File: src/mhk_pkg.sv
// shared types, constants and lookup functions for the morse hex keyer
// used by mhk_shifter, mhk_seq and morse_hex_keyer; depends on nothing else
package mhk_pkg;

  localparam int unsigned MAX_PATTERN_UNITS = 19;
  localparam int unsigned GAP_W = 3;
  localparam int unsigned CFG_IDX_W = 2;
  localparam int unsigned CFG_DATA_W = 3;

  localparam logic [CFG_IDX_W-1:0] CFG_CHAR_GAP = 2'd0;
  localparam logic [CFG_IDX_W-1:0] CFG_BYTE_GAP = 2'd1;
  localparam logic [CFG_IDX_W-1:0] CFG_WORD_GAP = 2'd2;

  localparam logic CMD_CHAR = 1'b0;
  localparam logic CMD_HEX = 1'b1;

  typedef logic [MAX_PATTERN_UNITS-1:0] pattern_t;

  typedef struct packed {
    logic       command;
    logic [7:0] value;
    logic       last_of_message;
  } in_word_t;

  typedef struct packed {
    logic key_on;
    logic last_unit;
  } out_word_t;

  typedef enum logic [1:0] {
    SH_HOLD,
    SH_LOAD_PAT,
    SH_LOAD_GAP,
    SH_STEP
  } sh_op_e;

  typedef struct packed {
    sh_op_e           op;
    logic [7:0]       code;
    logic [GAP_W-1:0] gap;
  } sh_ctrl_t;

  typedef struct packed {
    logic done;
    logic key;
  } sh_stat_t;

  typedef struct packed {
    logic      valid;
    out_word_t word;
  } emit_t;

  typedef enum logic [2:0] {
    ST_IDLE,
    ST_PAT_HI,
    ST_GAP_HI,
    ST_PAT_LO,
    ST_GAP_LO,
    ST_BYTE_GAP,
    ST_WORD_GAP,
    ST_FLUSH
  } state_e;

  localparam logic [31:0] DIGIT_PAT [10] = '{
    32'h77777, 32'h1DDDD, 32'h7775, 32'h1DD5, 32'h755,
    32'h155, 32'h557, 32'h1577, 32'h5777, 32'h17777
  };

  localparam logic [31:0] LETTER_PAT [26] = '{
    32'h1D, 32'h157, 32'h5D7, 32'h57, 32'h1, 32'h175, 32'h177, 32'h55,
    32'h5, 32'h1DDD, 32'h1D7, 32'h15D, 32'h77, 32'h17, 32'h777, 32'h5DD,
    32'h1D77, 32'h5D, 32'h15, 32'h7, 32'h75, 32'h1D5, 32'h1DD, 32'h757,
    32'h1DD7, 32'h577
  };

  // on/off pattern, first unit in bit 0; unknown codes give no pattern
  function automatic pattern_t pattern_of(input logic [7:0] c);
    logic [7:0]  off;
    logic [31:0] p;
    off = 8'h00;
    p = 32'h0;
    if (c >= 8'h30 && c <= 8'h39) begin
      off = c - 8'h30;
      p = DIGIT_PAT[off[3:0]];
    end else if (c >= 8'h41 && c <= 8'h5A) begin
      off = c - 8'h41;
      p = LETTER_PAT[off[4:0]];
    end else if (c >= 8'h61 && c <= 8'h7A) begin
      off = c - 8'h61;
      p = LETTER_PAT[off[4:0]];
    end
    return p[MAX_PATTERN_UNITS-1:0];
  endfunction

  function automatic logic [7:0] hex_char(input logic [3:0] nib);
    logic [7:0] r;
    if (nib < 4'd10) begin
      r = 8'h30 + {4'h0, nib};
    end else begin
      r = 8'h41 + {4'h0, nib} - 8'd10;
    end
    return r;
  endfunction

endpackage

File: src/mhk_shifter.sv
// shared shift / count unit: shifts a character pattern out one unit per step,
// or counts down a run of low units; uses mhk_pkg
module mhk_shifter (
  input  logic              clk_i,
  input  logic              rst_ni,
  input  mhk_pkg::sh_ctrl_t ctrl_i,
  output mhk_pkg::sh_stat_t stat_o
);

  mhk_pkg::pattern_t           pat_q, pat_d;
  logic [mhk_pkg::GAP_W-1:0]   cnt_q, cnt_d;
  logic                        gap_q, gap_d;

  always_comb begin
    pat_d = pat_q;
    cnt_d = cnt_q;
    gap_d = gap_q;
    unique case (ctrl_i.op)
      mhk_pkg::SH_LOAD_PAT: begin
        pat_d = mhk_pkg::pattern_of(ctrl_i.code);
        gap_d = 1'b0;
      end
      mhk_pkg::SH_LOAD_GAP: begin
        cnt_d = ctrl_i.gap;
        gap_d = 1'b1;
      end
      mhk_pkg::SH_STEP: begin
        if (gap_q) begin
          cnt_d = cnt_q - {{(mhk_pkg::GAP_W-1){1'b0}}, 1'b1};
        end else begin
          pat_d = pat_q >> 1;
        end
      end
      default: begin
      end
    endcase
  end

  always_ff @(posedge clk_i or negedge rst_ni) begin
    if (!rst_ni) begin
      cnt_q <= '0;
      gap_q <= 1'b1;
    end else begin
      cnt_q <= cnt_d;
      gap_q <= gap_d;
    end
  end

  always_ff @(posedge clk_i) begin
    pat_q <= pat_d;
  end

  // pattern is finished once no set bit remains; a gap once its count is zero
  assign stat_o.done = gap_q ? (cnt_q == '0) : (pat_q == '0);
  assign stat_o.key  = ~gap_q & pat_q[0];

endmodule

File: src/mhk_seq.sv
// sequencer: walks pattern and gap phases of one word through mhk_shifter and
// holds back one unit so the final one can be marked; uses mhk_pkg
module mhk_seq (
  input  logic                          clk_i,
  input  logic                          rst_ni,
  input  logic                          in_valid_i,
  input  mhk_pkg::in_word_t             in_data_i,
  output logic                          in_stall_o,
  input  logic [1:0]                    char_gap_i,
  input  logic [mhk_pkg::GAP_W-1:0]     byte_gap_i,
  input  logic [mhk_pkg::GAP_W-1:0]     word_gap_i,
  input  logic                          adv_i,
  output mhk_pkg::emit_t                emit_o
);

  mhk_pkg::state_e   state_q, state_d;
  mhk_pkg::in_word_t word_q;
  mhk_pkg::sh_ctrl_t ctrl;
  mhk_pkg::sh_stat_t stat;
  logic              pend_v_q, pend_key_q;
  logic              unit_v, unit_key, flush, accept;

  mhk_shifter u_shifter (
    .clk_i  (clk_i),
    .rst_ni (rst_ni),
    .ctrl_i (ctrl),
    .stat_o (stat)
  );

  assign in_stall_o = (state_q != mhk_pkg::ST_IDLE);
  assign accept     = in_valid_i & ~in_stall_o;

  always_comb begin
    state_d   = state_q;
    ctrl.op   = mhk_pkg::SH_HOLD;
    ctrl.code = '0;
    ctrl.gap  = '0;
    unit_v    = 1'b0;
    unit_key  = stat.key;
    flush     = 1'b0;
    unique case (state_q)
      mhk_pkg::ST_IDLE: begin
        if (in_valid_i) begin
          ctrl.op = mhk_pkg::SH_LOAD_PAT;
          if (in_data_i.command == mhk_pkg::CMD_HEX) begin
            ctrl.code = mhk_pkg::hex_char(in_data_i.value[7:4]);
            state_d   = mhk_pkg::ST_PAT_HI;
          end else begin
            ctrl.code = in_data_i.value;
            state_d   = mhk_pkg::ST_PAT_LO;
          end
        end
      end
      mhk_pkg::ST_PAT_HI: begin
        if (adv_i) begin
          if (!stat.done) begin
            ctrl.op = mhk_pkg::SH_STEP;
            unit_v  = 1'b1;
          end else begin
            ctrl.op  = mhk_pkg::SH_LOAD_GAP;
            ctrl.gap = {1'b0, char_gap_i};
            state_d  = mhk_pkg::ST_GAP_HI;
          end
        end
      end
      mhk_pkg::ST_GAP_HI: begin
        if (adv_i) begin
          if (!stat.done) begin
            ctrl.op = mhk_pkg::SH_STEP;
            unit_v  = 1'b1;
          end else begin
            ctrl.op   = mhk_pkg::SH_LOAD_PAT;
            ctrl.code = mhk_pkg::hex_char(word_q.value[3:0]);
            state_d   = mhk_pkg::ST_PAT_LO;
          end
        end
      end
      mhk_pkg::ST_PAT_LO: begin
        if (adv_i) begin
          if (!stat.done) begin
            ctrl.op = mhk_pkg::SH_STEP;
            unit_v  = 1'b1;
          end else begin
            ctrl.op  = mhk_pkg::SH_LOAD_GAP;
            ctrl.gap = {1'b0, char_gap_i};
            state_d  = mhk_pkg::ST_GAP_LO;
          end
        end
      end
      mhk_pkg::ST_GAP_LO: begin
        if (adv_i) begin
          if (!stat.done) begin
            ctrl.op = mhk_pkg::SH_STEP;
            unit_v  = 1'b1;
          end else if (word_q.command == mhk_pkg::CMD_HEX) begin
            ctrl.op  = mhk_pkg::SH_LOAD_GAP;
            ctrl.gap = byte_gap_i;
            state_d  = mhk_pkg::ST_BYTE_GAP;
          end else if (word_q.last_of_message) begin
            ctrl.op  = mhk_pkg::SH_LOAD_GAP;
            ctrl.gap = word_gap_i;
            state_d  = mhk_pkg::ST_WORD_GAP;
          end else begin
            state_d = mhk_pkg::ST_FLUSH;
          end
        end
      end
      mhk_pkg::ST_BYTE_GAP: begin
        if (adv_i) begin
          if (!stat.done) begin
            ctrl.op = mhk_pkg::SH_STEP;
            unit_v  = 1'b1;
          end else if (word_q.last_of_message) begin
            ctrl.op  = mhk_pkg::SH_LOAD_GAP;
            ctrl.gap = word_gap_i;
            state_d  = mhk_pkg::ST_WORD_GAP;
          end else begin
            state_d = mhk_pkg::ST_FLUSH;
          end
        end
      end
      mhk_pkg::ST_WORD_GAP: begin
        if (adv_i) begin
          if (!stat.done) begin
            ctrl.op = mhk_pkg::SH_STEP;
            unit_v  = 1'b1;
          end else begin
            state_d = mhk_pkg::ST_FLUSH;
          end
        end
      end
      mhk_pkg::ST_FLUSH: begin
        if (adv_i) begin
          flush   = 1'b1;
          state_d = mhk_pkg::ST_IDLE;
        end
      end
      default: begin
        state_d = mhk_pkg::ST_IDLE;
      end
    endcase
  end

  // the held unit goes out when a newer one arrives, or marked last on flush
  assign emit_o.valid          = pend_v_q & (unit_v | flush);
  assign emit_o.word.key_on    = pend_key_q;
  assign emit_o.word.last_unit = flush;

  always_ff @(posedge clk_i or negedge rst_ni) begin
    if (!rst_ni) begin
      state_q  <= mhk_pkg::ST_IDLE;
      pend_v_q <= 1'b0;
    end else begin
      state_q <= state_d;
      if (unit_v) begin
        pend_v_q <= 1'b1;
      end else if (flush) begin
        pend_v_q <= 1'b0;
      end
    end
  end

  always_ff @(posedge clk_i) begin
    if (accept) begin
      word_q <= in_data_i;
    end
    if (unit_v) begin
      pend_key_q <= unit_key;
    end
  end

endmodule

File: src/morse_hex_keyer.sv
// morse hex keyer top level: gap registers, write port and output register
// depends on mhk_pkg, mhk_seq and mhk_shifter
// flow: a new word is taken only once the sequencer is idle again; the shared
// shift unit produces one key unit per cycle while the output is not stalled
// reset: gap registers return to 3 / 0 / 7, sequencer idle, output empty
module morse_hex_keyer (
  input  logic                              clk_i,
  input  logic                              rst_ni,
  input  logic                              in_valid_i,
  input  mhk_pkg::in_word_t                 in_data_i,
  output logic                              in_stall_o,
  output logic                              out_valid_o,
  output mhk_pkg::out_word_t                out_data_o,
  input  logic                              out_stall_i,
  input  logic                              cfg_we_i,
  input  logic [mhk_pkg::CFG_IDX_W-1:0]     cfg_idx_i,
  input  logic [mhk_pkg::CFG_DATA_W-1:0]    cfg_wdata_i
);

  logic [1:0]                char_gap_q;
  logic [mhk_pkg::GAP_W-1:0] byte_gap_q, word_gap_q;
  logic                      out_v_q, out_v_d;
  mhk_pkg::out_word_t        out_q;
  mhk_pkg::emit_t            emit;
  logic                      adv;

  // sequencer moves only when the output register can take a word
  assign adv = ~out_v_q | ~out_stall_i;

  mhk_seq u_seq (
    .clk_i      (clk_i),
    .rst_ni     (rst_ni),
    .in_valid_i (in_valid_i),
    .in_data_i  (in_data_i),
    .in_stall_o (in_stall_o),
    .char_gap_i (char_gap_q),
    .byte_gap_i (byte_gap_q),
    .word_gap_i (word_gap_q),
    .adv_i      (adv),
    .emit_o     (emit)
  );

  always_comb begin
    out_v_d = out_v_q;
    if (adv) begin
      out_v_d = emit.valid;
    end
  end

  always_ff @(posedge clk_i or negedge rst_ni) begin
    if (!rst_ni) begin
      out_v_q    <= 1'b0;
      char_gap_q <= 2'd3;
      byte_gap_q <= 3'd0;
      word_gap_q <= 3'd7;
    end else begin
      out_v_q <= out_v_d;
      if (cfg_we_i) begin
        unique case (cfg_idx_i)
          mhk_pkg::CFG_CHAR_GAP: char_gap_q <= cfg_wdata_i[1:0];
          mhk_pkg::CFG_BYTE_GAP: byte_gap_q <= cfg_wdata_i;
          mhk_pkg::CFG_WORD_GAP: word_gap_q <= cfg_wdata_i;
          default: begin
          end
        endcase
      end
    end
  end

  always_ff @(posedge clk_i) begin
    if (adv && emit.valid) begin
      out_q <= emit.word;
    end
  end

  assign out_valid_o = out_v_q;
  assign out_data_o  = out_q;

endmodule
File: config.mk
export PLATFORM = sky130hd
export DESIGN_NAME = morse_hex_keyer
export DESIGN_NICKNAME = d
export VERILOG_FILES = /design/src/mhk_pkg.sv /design/src/mhk_shifter.sv /design/src/mhk_seq.sv /design/src/morse_hex_keyer.sv
export SDC_FILE = /design/constraint.sdc
export NUM_CORES = 1
export LEC_CHECK = 0
export ABC_AREA = 1
export BUFFER_PORTS_ARGS = -buffer_cell sky130_fd_sc_hd__buf_2
export CORE_ASPECT_RATIO = 0.7
export CORE_UTILIZATION = 25
export CTS_CLUSTER_SIZE = 14
export DETAILED_ROUTE_END_ITERATION = 8
export PLACE_DENSITY_LB_ADDON = 0.25
export REMOVE_ABC_BUFFERS = 1
export SETUP_SLACK_MARGIN = 0.4
export SLEW_MARGIN = 40
export SYNTH_ARGS = -nofsm -noshare
export SYNTH_HDL_FRONTEND = slang
export SYNTH_HIERARCHICAL = 1
export SYNTH_SLANG_ARGS = --single-unit
export TNS_END_PERCENT = 10
File: constraint.sdc
create_clock -name clk_i -period 4.1 [get_ports clk_i]
set_input_delay 0 -clock clk_i [delete_from_list [all_inputs] [get_ports clk_i]]
set_output_delay 0 -clock clk_i [all_outputs]
set_load 0.02 [all_outputs]
# After elaboration in Yosys (flattened, before gate mapping)
# Memory sizes are Yosys's and may differ from the RTL's.
# Index checks and enable logic that the tools add are counted.
[op_classes] add_sub_neg=10 order_cmp=11 n_eq_ne=28 mux=68 bitwise=12 n_reduce_logical=21
[op_table] cell="$mux W19" n=10
[op_table] cell="$mux W3" n=23
[op_table] cell="$pmux W19 S2" n=1
[op_table] cell="$mux W8" n=4
[op_table] cell="$mux W2" n=12
[op_table] cell="$pmux W3 S8" n=1
[op_table] cell="$ne A2 B2 Y1 const B" n=10
[op_table] cell="$logic_not A19 Y1" n=1
[op_table] cell="$add A7 B4 Y8 const A" n=2
[op_table] cell="$ge A8 B7 Y1 const B" n=2
[op_table] cell="$le A8 B7 Y1 const B" n=2
[op_table] cell="$pmux W8 S2" n=1
[op_table] cell="$sub A8 B4 Y8 const B" n=2
[op_table] cell="$add A6 B4 Y7 const A" n=2
[op_table] cell="$reduce_and A14 Y1" n=1
[op_table] cell="$eq A3 B3 Y1 const B" n=4
[op_table] cell="$ge A6 B6 Y1 const B" n=2
[op_table] cell="$ne A2 B1 Y1 const B" n=6
[op_table] cell="$not A5 Y6" n=2
[op_table] cell="$pmux W2 S6" n=1
[op_table] cell="$mux W1" n=10
[op_table] cell="$mux W10" n=1
[op_table] cell="$reduce_and A2 Y1" n=5
[op_table] cell="$sub A5 B1 Y5 const B" n=2
[op_table] cell="25 further kinds" n=43
[totals] reg_bits=45 romBits=2560 mem_count=3
[mem_list] memory="(name not given)" depth=32 width=32 read_ports=1 rd_clocked_by_memory_dff=0 wr=0 line_no="mhk_pkg.sv:90" rtl="p = LETTER_PAT[off[4:0]];"
[mem_list] memory="(name not given)" depth=32 width=32 read_ports=1 rd_clocked_by_memory_dff=0 wr=0 line_no="mhk_pkg.sv:87" rtl="p = LETTER_PAT[off[4:0]];"
[mem_list] memory="(name not given)" depth=16 width=32 read_ports=1 rd_clocked_by_memory_dff=0 wr=0 line_no="mhk_pkg.sv:84" rtl="p = DIGIT_PAT[off[3:0]];"

# Depth between registers and ports, before layout
# Gate-level depths: netlist of the first run.
[logic_depth] ltp_word=15 depth_mapped=21

# By module
# Netlist of the first run, hierarchy kept.
[modules_own_cells] mod="mhk_shifter" instances=1 cells_each=283 area_each_um2=2127.0
[modules_own_cells] mod="mhk_seq" instances=1 cells_each=178 area_each_um2=1111.1
[modules_own_cells] mod="morse_hex_keyer" instances=1 cells_each=46 area_each_um2=460.4

# Worst setup path before layout of the first run
# OpenSTA, ideal clock, no wires.
[synth_timing] kind="reg-to-reg" from="reg u_seq.u_shifter.pat_q[10]" to="reg u_seq.u_shifter.pat_q[6] (data pin)" t_arrival_ns=3.412 slack_ns=0.436 path_stages_with_launch=20 period_less_slack_ns=3.664 cell_sequence="edfxtp_1 > nor4_1 > nand3_1 > o21ai_0 > nand2_1 > nor3_4 > nand2_1 > nand2_1 > inv_2 > ha_1 > ha_1 > buf_2 > nand2_1 > o21ai_0 > nand2_1 > nand2_1 > nand2_1 > nand3_1 > nand2_1 > nand2_1"
[synth_lines] element="from (decl)" line_no="mhk_shifter.sv:10" rtl="mhk_pkg::pattern_t pat_q, pat_d;"
[synth_lines] element="from (signal assigned)" line_no="mhk_shifter.sv:50" rtl="pat_q <= pat_d;"

==> key figures, run 1 <==
Yosys
  – Synth Cell Area: 3700 um2
  – Post-synth top area cell: edfxtp_1
  – Cell with the most instances after synthesis: nand2_1
  – FF+latch count, synth: 45
  – FFs w/ async S/R, synth: 37.8%
  – Post-Synthesis Cells: 507
  – Post-synth cell types: 39
  – Avg Cell Area, Syn: 7.29 um2
  – Sequential fraction of the synthesis area: 34.4%
  – Synth Warn #: 6
  – EDFF count, synth: 28
  – Post-synth top cells: nand2_1 (157), inv_1 (52), nor2_1 (44)
  – Synth top area share: 22.7%
  – Main area contributors after synthesis: edfxtp_1 (23%), nand2_1 (16%), dfrtp_1 (7.4%)
  – Primary FF master, synth: edfxtp_1

Cells and area
  – Share of layout cells above drive strength 1: 20.5%
  – Area of the multi-input gates: 2080 um2
  – Area grow syn2layout: 15.0%
  – Filler cell count: 1527
  – Reg area: 1270 um2
  – Non-Filler Instances: 731
  – Antenna cells: 0
  – Fin nets: 576

Detailed routing
  – Vias/cell: 4.65
  – DRT Pass-1 Iters: 5
  – Routed via count: 3398
  – Routed WL per cell: 12.7 um
  – DRT Wirelength: 9310 um
  – Initial drt markers: 350
  – DR DRC count: 0
  – Post-route antenna net violation count: 0

Timing
  – Final setup violation count: 0
  – Fin crit period: 3.37 ns
  – Clk_skew: 0.00742 ns
  – Fin crit share: 82.2%
  – Worst Tran Pin Value: 0.631 ns
  – Final Hold Fails: 0
  – Slew HR: 57.5%
  – Setup TNS: 0 ns
  – Unrepaired setup endpoints after global routing: no
  – Hold_ws: 0.0187 ns
  – Max-slew violations: 0
  – Fmax: 0.297 GHz

Min path
  – Worst hold stages: 3
  – Min-delay src: cfg_idx_i[1]
  – Worst min-delay path category: input port to register
  – Hold Path End: word_gap_q[0]

GRT
  – First-pass GRT wire length: 16000 um
  – Grt ovf: 0
  – Vias in the first global route: 3147
  – Largest net degree at the start of global routing: 20
  – GRT Overall Usage: 12.8%
  – Antenna violations before repair: 0

Die
  – Die height: 104 um
  – Core Region: 14200 um2
  – Die ar.: 15300 um2
  – Initial core utilization: 26.1%
  – Placement row count: 36
  – Die X: 147 um
  – I/O pin cnt: 24

Clock tree
  – CTS Buf Count: 5
  – Post-CTS Setup Inserts: 0
  – Reg clk slew, reported paths: 0.06 ns
  – CTS Sinks: 45
  – Root Driver: clkbuf_16
  – Later-pin clock latency in the skew report: 0.28 ns
  – H-tree depth: 2
  – Maximum clock path buffer count: 2
  – TritonCTS clock tree: yes

Critical path
  – CP Data Arrival Time: 3.52 ns
  – Kind of critical path: register to register
  – Launch point of the worst reg-to-reg path: u_seq/u_shifter/pat_q[6]
  – Crit path capture type: register
  – Reg2reg setup slack: 0.73 ns
  – Critical path fanouts, max: 14
  – RR Endpoint: u_seq/u_shifter/pat_q[3]
  – Critical Path Source Type: register
  – WP data required: 4.25 ns
  – Reg2Reg Depth: 18

Pwr
  – Leak Pwr: 0.00197 uW
  – Cell Pwr Density: 665 nW/um2
  – Maximum VDD drop: 0.000288 V

Run status
  – Status: finished clean

Placement
  – Hpwl dp: 7440 um
  – Gp weighted congestion: 0.883
  – Placed cells: 714
  – I/O Buffers: 23

Flow run
  – Max-cap violations: 0
==> sequential cells by signal, summed over array words and instances (netlist names) <==
name	cells
u_seq/u_shifter/gap_q	1
u_seq/pend_key_q	1
u_seq/u_shifter/cnt_q	3
out_data_o	2
out_valid_o	1
char_gap_q	2
u_seq/word_q	6
u_seq/u_shifter/pat_q	19
word_gap_q	3
u_seq/pend_v_q	1
u_seq/state_q	3
byte_gap_q	3
==> layout make-up <==
| class | count | share of cell area (%) |
|---|---|---|
| repair buffers | 39 | 6.06 |
| multi-input cells | 383 | 49.0 |
| clock inverters | 3 | 0.412 |
| well taps | 190 | 5.59 |
| flip-flops and latches | 45 | 29.9 |
| clock buffers | 5 | 2.94 |
| inverters | 66 | 6.06 |
==> metal layers <==
metal	part of all wire, %	track usage, %	vias up
li1	-	-	1723
met1	56	21.0	1579
met2	38	16.7	92
met3	5.4	2.56	4
met4	0.45	1.77	0
met5	0	0	-
==> through the flow <==
| step | setup WS (ns) | instance area, um2 | utilization [%] | total power, uW |
|---|---|---|---|---|
| 2_1_floorplan | 0.338 | 3600 | - | 1980 |
| 3_3_place_gp | 0.354 | 4000 | 28.2 | 2410 |
| 3_5_place_dp | 0.255 | 4000 | 28.2 | 2410 |
| 4_1_cts | 0.454 | 4250 | 29.9 | 2830 |
| 5_1_grt | 0.447 | 4250 | 30.0 | 3080 |
| 6_report | 0.730 | 4250 | 30.0 | 2830 |
==> critical path: stages, from the launching register on <==
cell and delay [ns]:
edfxtp_1 0.40, nor4_1 0.35, nand3_1 0.16, o21ai_1 0.21
nand2_1 0.15, nor3_4 0.27, nand2_1 0.09, nand2_1 0.10
inv_2 0.12, ha_2 0.29, ha_4 0.37, nand2_1 0.14
nand2_1 0.09, nand3_1 0.10, nand2_1 0.11, nand2_2 0.05
nand2_1 0.06, nand2_1 0.07, a21oi_2 0.12
==> layout by cell type, fill, tap and decap left out, drive strengths merged <==
master       synthesis  routed
inv                 65      65
clkbuf               2       5
o21a                 1       1
nand4               12      12
nand3               42      42
ha                  16      16
o21ai               44      44
xor2                 1       1
clkinv               1       3
nor4                 6       6
o211ai               4       4
edfxtp              28      28
nand2              177     177
dfstp                6       6
clkinvlp             0       1
nor2                54      54
a21oi               19      19
dlygate4sd3          0       9
o31ai                2       2
buf                 11      30
o22ai                1       1
a21o                 1       1
dfrtp               11      11
nor3                 2       2
nand3b               1       1
==> logic make-up after synthesis <==
family	synth area share (%)
adder cells (fa/ha/maj)	5.41
AND/OR/NAND/NOR	38.9
buffers and inverters	9.74
XOR/XNOR	0.237
AO/OA/AOI/OAI	11.2
flip-flops	34.4
==> power breakdown <==
group	internal, uW	switching, uW	total [uW]	leakage (uW)
Sequential	759	126	885	0.000476
Clock	223	166	389	0.0000696
Combinational	493	1060	1550	0.00143
Total	1480	1350	2830	0.00197
==> worst max-delay path by stage <==
stage / to / cells past startpoint / startpoint / slack (ns)
2_1_floorplan: u_seq/u_shifter/pat_q[7] / 17 / u_seq/u_shifter/pat_q[10] / 0.34
3_3_place_gp: u_seq/u_shifter/pat_q[3] / 18 / u_seq/u_shifter/pat_q[6] / 0.35
3_5_place_dp: u_seq/u_shifter/pat_q[3] / 18 / u_seq/u_shifter/pat_q[6] / 0.26
4_1_cts: u_seq/u_shifter/pat_q[3] / 18 / u_seq/u_shifter/pat_q[6] / 0.45
5_1_grt: u_seq/u_shifter/pat_q[1] / 16 / u_seq/u_shifter/pat_q[6] / 0.45
6_report: u_seq/u_shifter/pat_q[3] / 18 / u_seq/u_shifter/pat_q[6] / 0.73
==> what timing repair did <==
item / in CTS / in global routing
hold buffers: 9 / 0
hold endpoints to repair: 27 / 0
resized for setup: 2 / 2
pin swaps: 0 / 1
setup endpoints to repair: 11 / 13
Power figures use the tool's default switching activity.
==> inputs of run 2 (changes only) <==
==> constraint.sdc (replaced) <==
create_clock -name clk_i -period 2.7 [get_ports clk_i]
set_input_delay 0 -clock clk_i [delete_from_list [all_inputs] [get_ports clk_i]]
set_output_delay 0 -clock clk_i [all_outputs]
set_load 0.02 [all_outputs]
==> run 2 against run 1 <==
The flow now finishes with violations (setup timing). Sequential power up 51%. Flip-flop and latch count unchanged. Clock skew about the same. Combinational power up 110%. Worst hold slack worse by 0.015 ns. Critical path depth down 1. Fmax up 15%. Non-clock buffer count up 71. Die area unchanged. Global-route usage up 1.1 points.
==> key figures, run 2 (synthesis results as in run 1) <==
Run status
  – Status: finished, violations left
  – Failing checks: setup timing

Clock tree
  – CTS Buf Count: 5 (unchanged)
  – CTS Sinks: 45 (unchanged)
  – H-tree depth: 2 (unchanged)
  – Later-pin clock latency in the skew report: 0.29 ns (about the same)
  – Root Driver: clkbuf_16
  – TritonCTS clock tree: yes
  – Maximum clock path buffer count: 2 (unchanged)
  – Reg clk slew, reported paths: 0.07 ns (about the same)

Cells and area
  – Most flop-heavy register: u_seq/u_shifter/pat_q
  – Final Core Density: 35.6% (+5.7 points)
  – Regs by FF count: u_seq/u_shifter/pat_q: 19 flops, u_seq/word_q: 6 flops
  – Area grow syn2layout: 36.7%
  – Fin nets: 647 (+12%)
  – Commonest cells after routing, fill and taps aside: nand2_1 (149), buf_4 (68), inv_1 (47)
  – Share of layout cells above drive strength 1: 35.5% (+15 points)
  – Commonest non-fill, non-tap cell in the layout: nand2_1
  – Antenna cells: 0 (unchanged)
  – Max reg flops: 19 (unchanged)
  – Non-Filler Instances: 802 (+9.7%)
  – Filler cell count: 1483 (-2.9%)
  – Final instance area: 5060 um2 (+19%)

Timing
  – Hold_ws: 0.00408 ns (-0.0147 ns)
  – Setup TNS: -4.40 ns (-4.40 ns)
  – Slew HR: 74.0% (+17 points)
  – Fin crit period: 2.92 ns (-0.452 ns)
  – Final setup violation count: 36 (+36)
  – Unrepaired setup endpoints after global routing: yes
  – Worst Tran Pin Value: 0.389 ns (-0.242 ns)
  – Clk_skew: 0.00701 ns (-0.000403 ns)
  – Fin crit share: 108% (+26 points)
  – Fmax: 0.343 GHz (+15%)
  – Min setup slack post-route: -0.218 ns (-0.948 ns)
  – Final Hold Fails: 0 (unchanged)
  – Max-slew violations: 0 (unchanged)

Critical path
  – Crit path capture type: register
  – WP data required: 2.75 ns (-1.50 ns)
  – Crit. Startpoint: u_seq/u_shifter/pat_q[10]
  – Max stage delay on crit path: 0.41 ns (about the same)
  – Launch point of the worst reg-to-reg path: u_seq/u_shifter/pat_q[10]
  – Critical Path Source Type: register
  – Critical path fanouts, max: 6 (-8)
  – CP Data Arrival Time: 2.97 ns (-0.55 ns)
  – CP Cell Sequence: nor4_2 -> nand3_1 -> o21ai_2 -> nand2_2 -> nor3_4 -> nand2_1 -> nand2_2 -> inv_2 -> ha_4 -> ha_4 -> inv_2 -> buf_4 -> nand3_2 -> nand3_1 -> nand3_1 -> nand2_1 -> nand2_1
  – Crit-path slowest cell: edfxtp_1
  – Critical path's top delay family: simple AND/OR/NAND/NOR gates
  – Kind of critical path: register to register
  – Worst Path Buf+Inv: 3 (+2)
  – Reg2reg setup slack: -0.22 ns (-0.95 ns)

Die
  – Initial core utilization: 26.1% (unchanged)
  – Die ar.: 15300 um2 (unchanged)
  – Die height: 104 um (unchanged)
  – Placement row count: 36 (unchanged)
  – Core Region: 14200 um2 (unchanged)
  – Die X: 147 um (unchanged)
  – I/O pin cnt: 24 (unchanged)

GRT
  – Vias in the first global route: 3471 (+10%)
  – First-pass GRT wire length: 17100 um (+7.5%)
  – GRT Overall Usage: 13.8% (+1.1 points)
  – Largest net degree at the start of global routing: 20 (unchanged)
  – Grt ovf: 0 (unchanged)
  – Antenna violations before repair: 0 (unchanged)

Flow run
  – Max-cap violations: 0 (unchanged)

Placement
  – Gp weighted congestion: 0.879 (-0.51%)
  – Placed cells: 778 (+9.0%)
  – Placed Area: 4510 um2 (+13%)
  – Hpwl dp: 8070 um (+8.4%)
  – I/O Buffers: 23 (unchanged)

Pwr
  – Maximum VDD drop: 0.000572 V (+99%)
  – Cell Pwr Density: 1030 nW/um2 (+56%)
  – Leak Pwr: 0.00237 uW (+20%)

Detailed routing
  – Post-route antenna net violation count: 0 (unchanged)
  – Routed WL per cell: 12.7 um (-0.38%)
  – Initial drt markers: 261 (-25%)
  – Vias/cell: 4.51 (-2.9%)
  – DRT Pass-1 Iters: 5 (unchanged)
  – DRT Wirelength: 10200 um (+9.3%)
  – DR DRC count: 0 (unchanged)
  – Routed via count: 3619 (+6.5%)

Min path
  – Worst min-delay path category: input port to register
  – Min-delay src: cfg_idx_i[1]
run 2: power breakdown:
group,switching [uW],total [uW],internal [uW]
Combinational,1850,3200,1350
Clock,264,697,434
Sequential,183,1340,1150
run 2: final cells by class:
class / instances / area (um2) / share of cell area, %
multi-input combinational: 383 / 2260 / 44.8
sequential: 45 / 1270 / 25.2
timing repair buffer: 110 / 855 / 16.9
clock inverter: 3 / 41.3 / 0.817
tap: 190 / 238 / 4.70
inverter: 66 / 260 / 5.15
clock buffer: 5 / 125 / 2.47
run 2: metal layers:
metal  up-vias  wire (um)  track usage, %
met3         5        462            2.47
met4         0         52            2.36
met2        61       4030            19.4
met5         -          0               0
li1       1881          -               -
met1      1672       5640            21.7
run 2: metrics by stage:
| step | setup slack, ns | power (uW) |
|---|---|---|
| 5_1_grt | -0.385 | 5670 |
| 3_3_place_gp | -0.512 | 4200 |
| 3_5_place_dp | -0.534 | 4240 |
| 6_report | -0.218 | 5230 |
| 2_1_floorplan | -1.06 | 3000 |
| 4_1_cts | -0.179 | 5090 |
run 2: repair_timing:
action / 4_1_cts / 5_1_grt
setup endpoints to repair: 44 / 44
pin swaps: 12 / 20
resized for setup: 33 / 35
endpoints found under the hold margin: 28 / 0
cloned: 0 / 1
hold buffers: 9 / 0
buffers inserted: 5 / 1
run 2: worst reg2reg max path, delay by kind of cell (launching register included):
family / cells / cell delay [ns]
adders and majority gates: 2 / 0.43
DFF: 1 / 0.41
and+or+nand+nor: 11 / 1.36
buffers and inverters: 3 / 0.31
AOI/OAI and AO/OA: 1 / 0.17
run 2: final timing paths:
check	endpoint	cells past startpoint
setup / recovery	u_seq/u_shifter/pat_q[4]	17
hold / removal	word_gap_q[2]	3
setup reg to reg	u_seq/u_shifter/pat_q[4]	17
hold reg to reg	out_data_o[1]	0
max in group asynchronous	word_gap_q[0]	2
min in group asynchronous	u_seq/u_shifter/cnt_q[0]	2
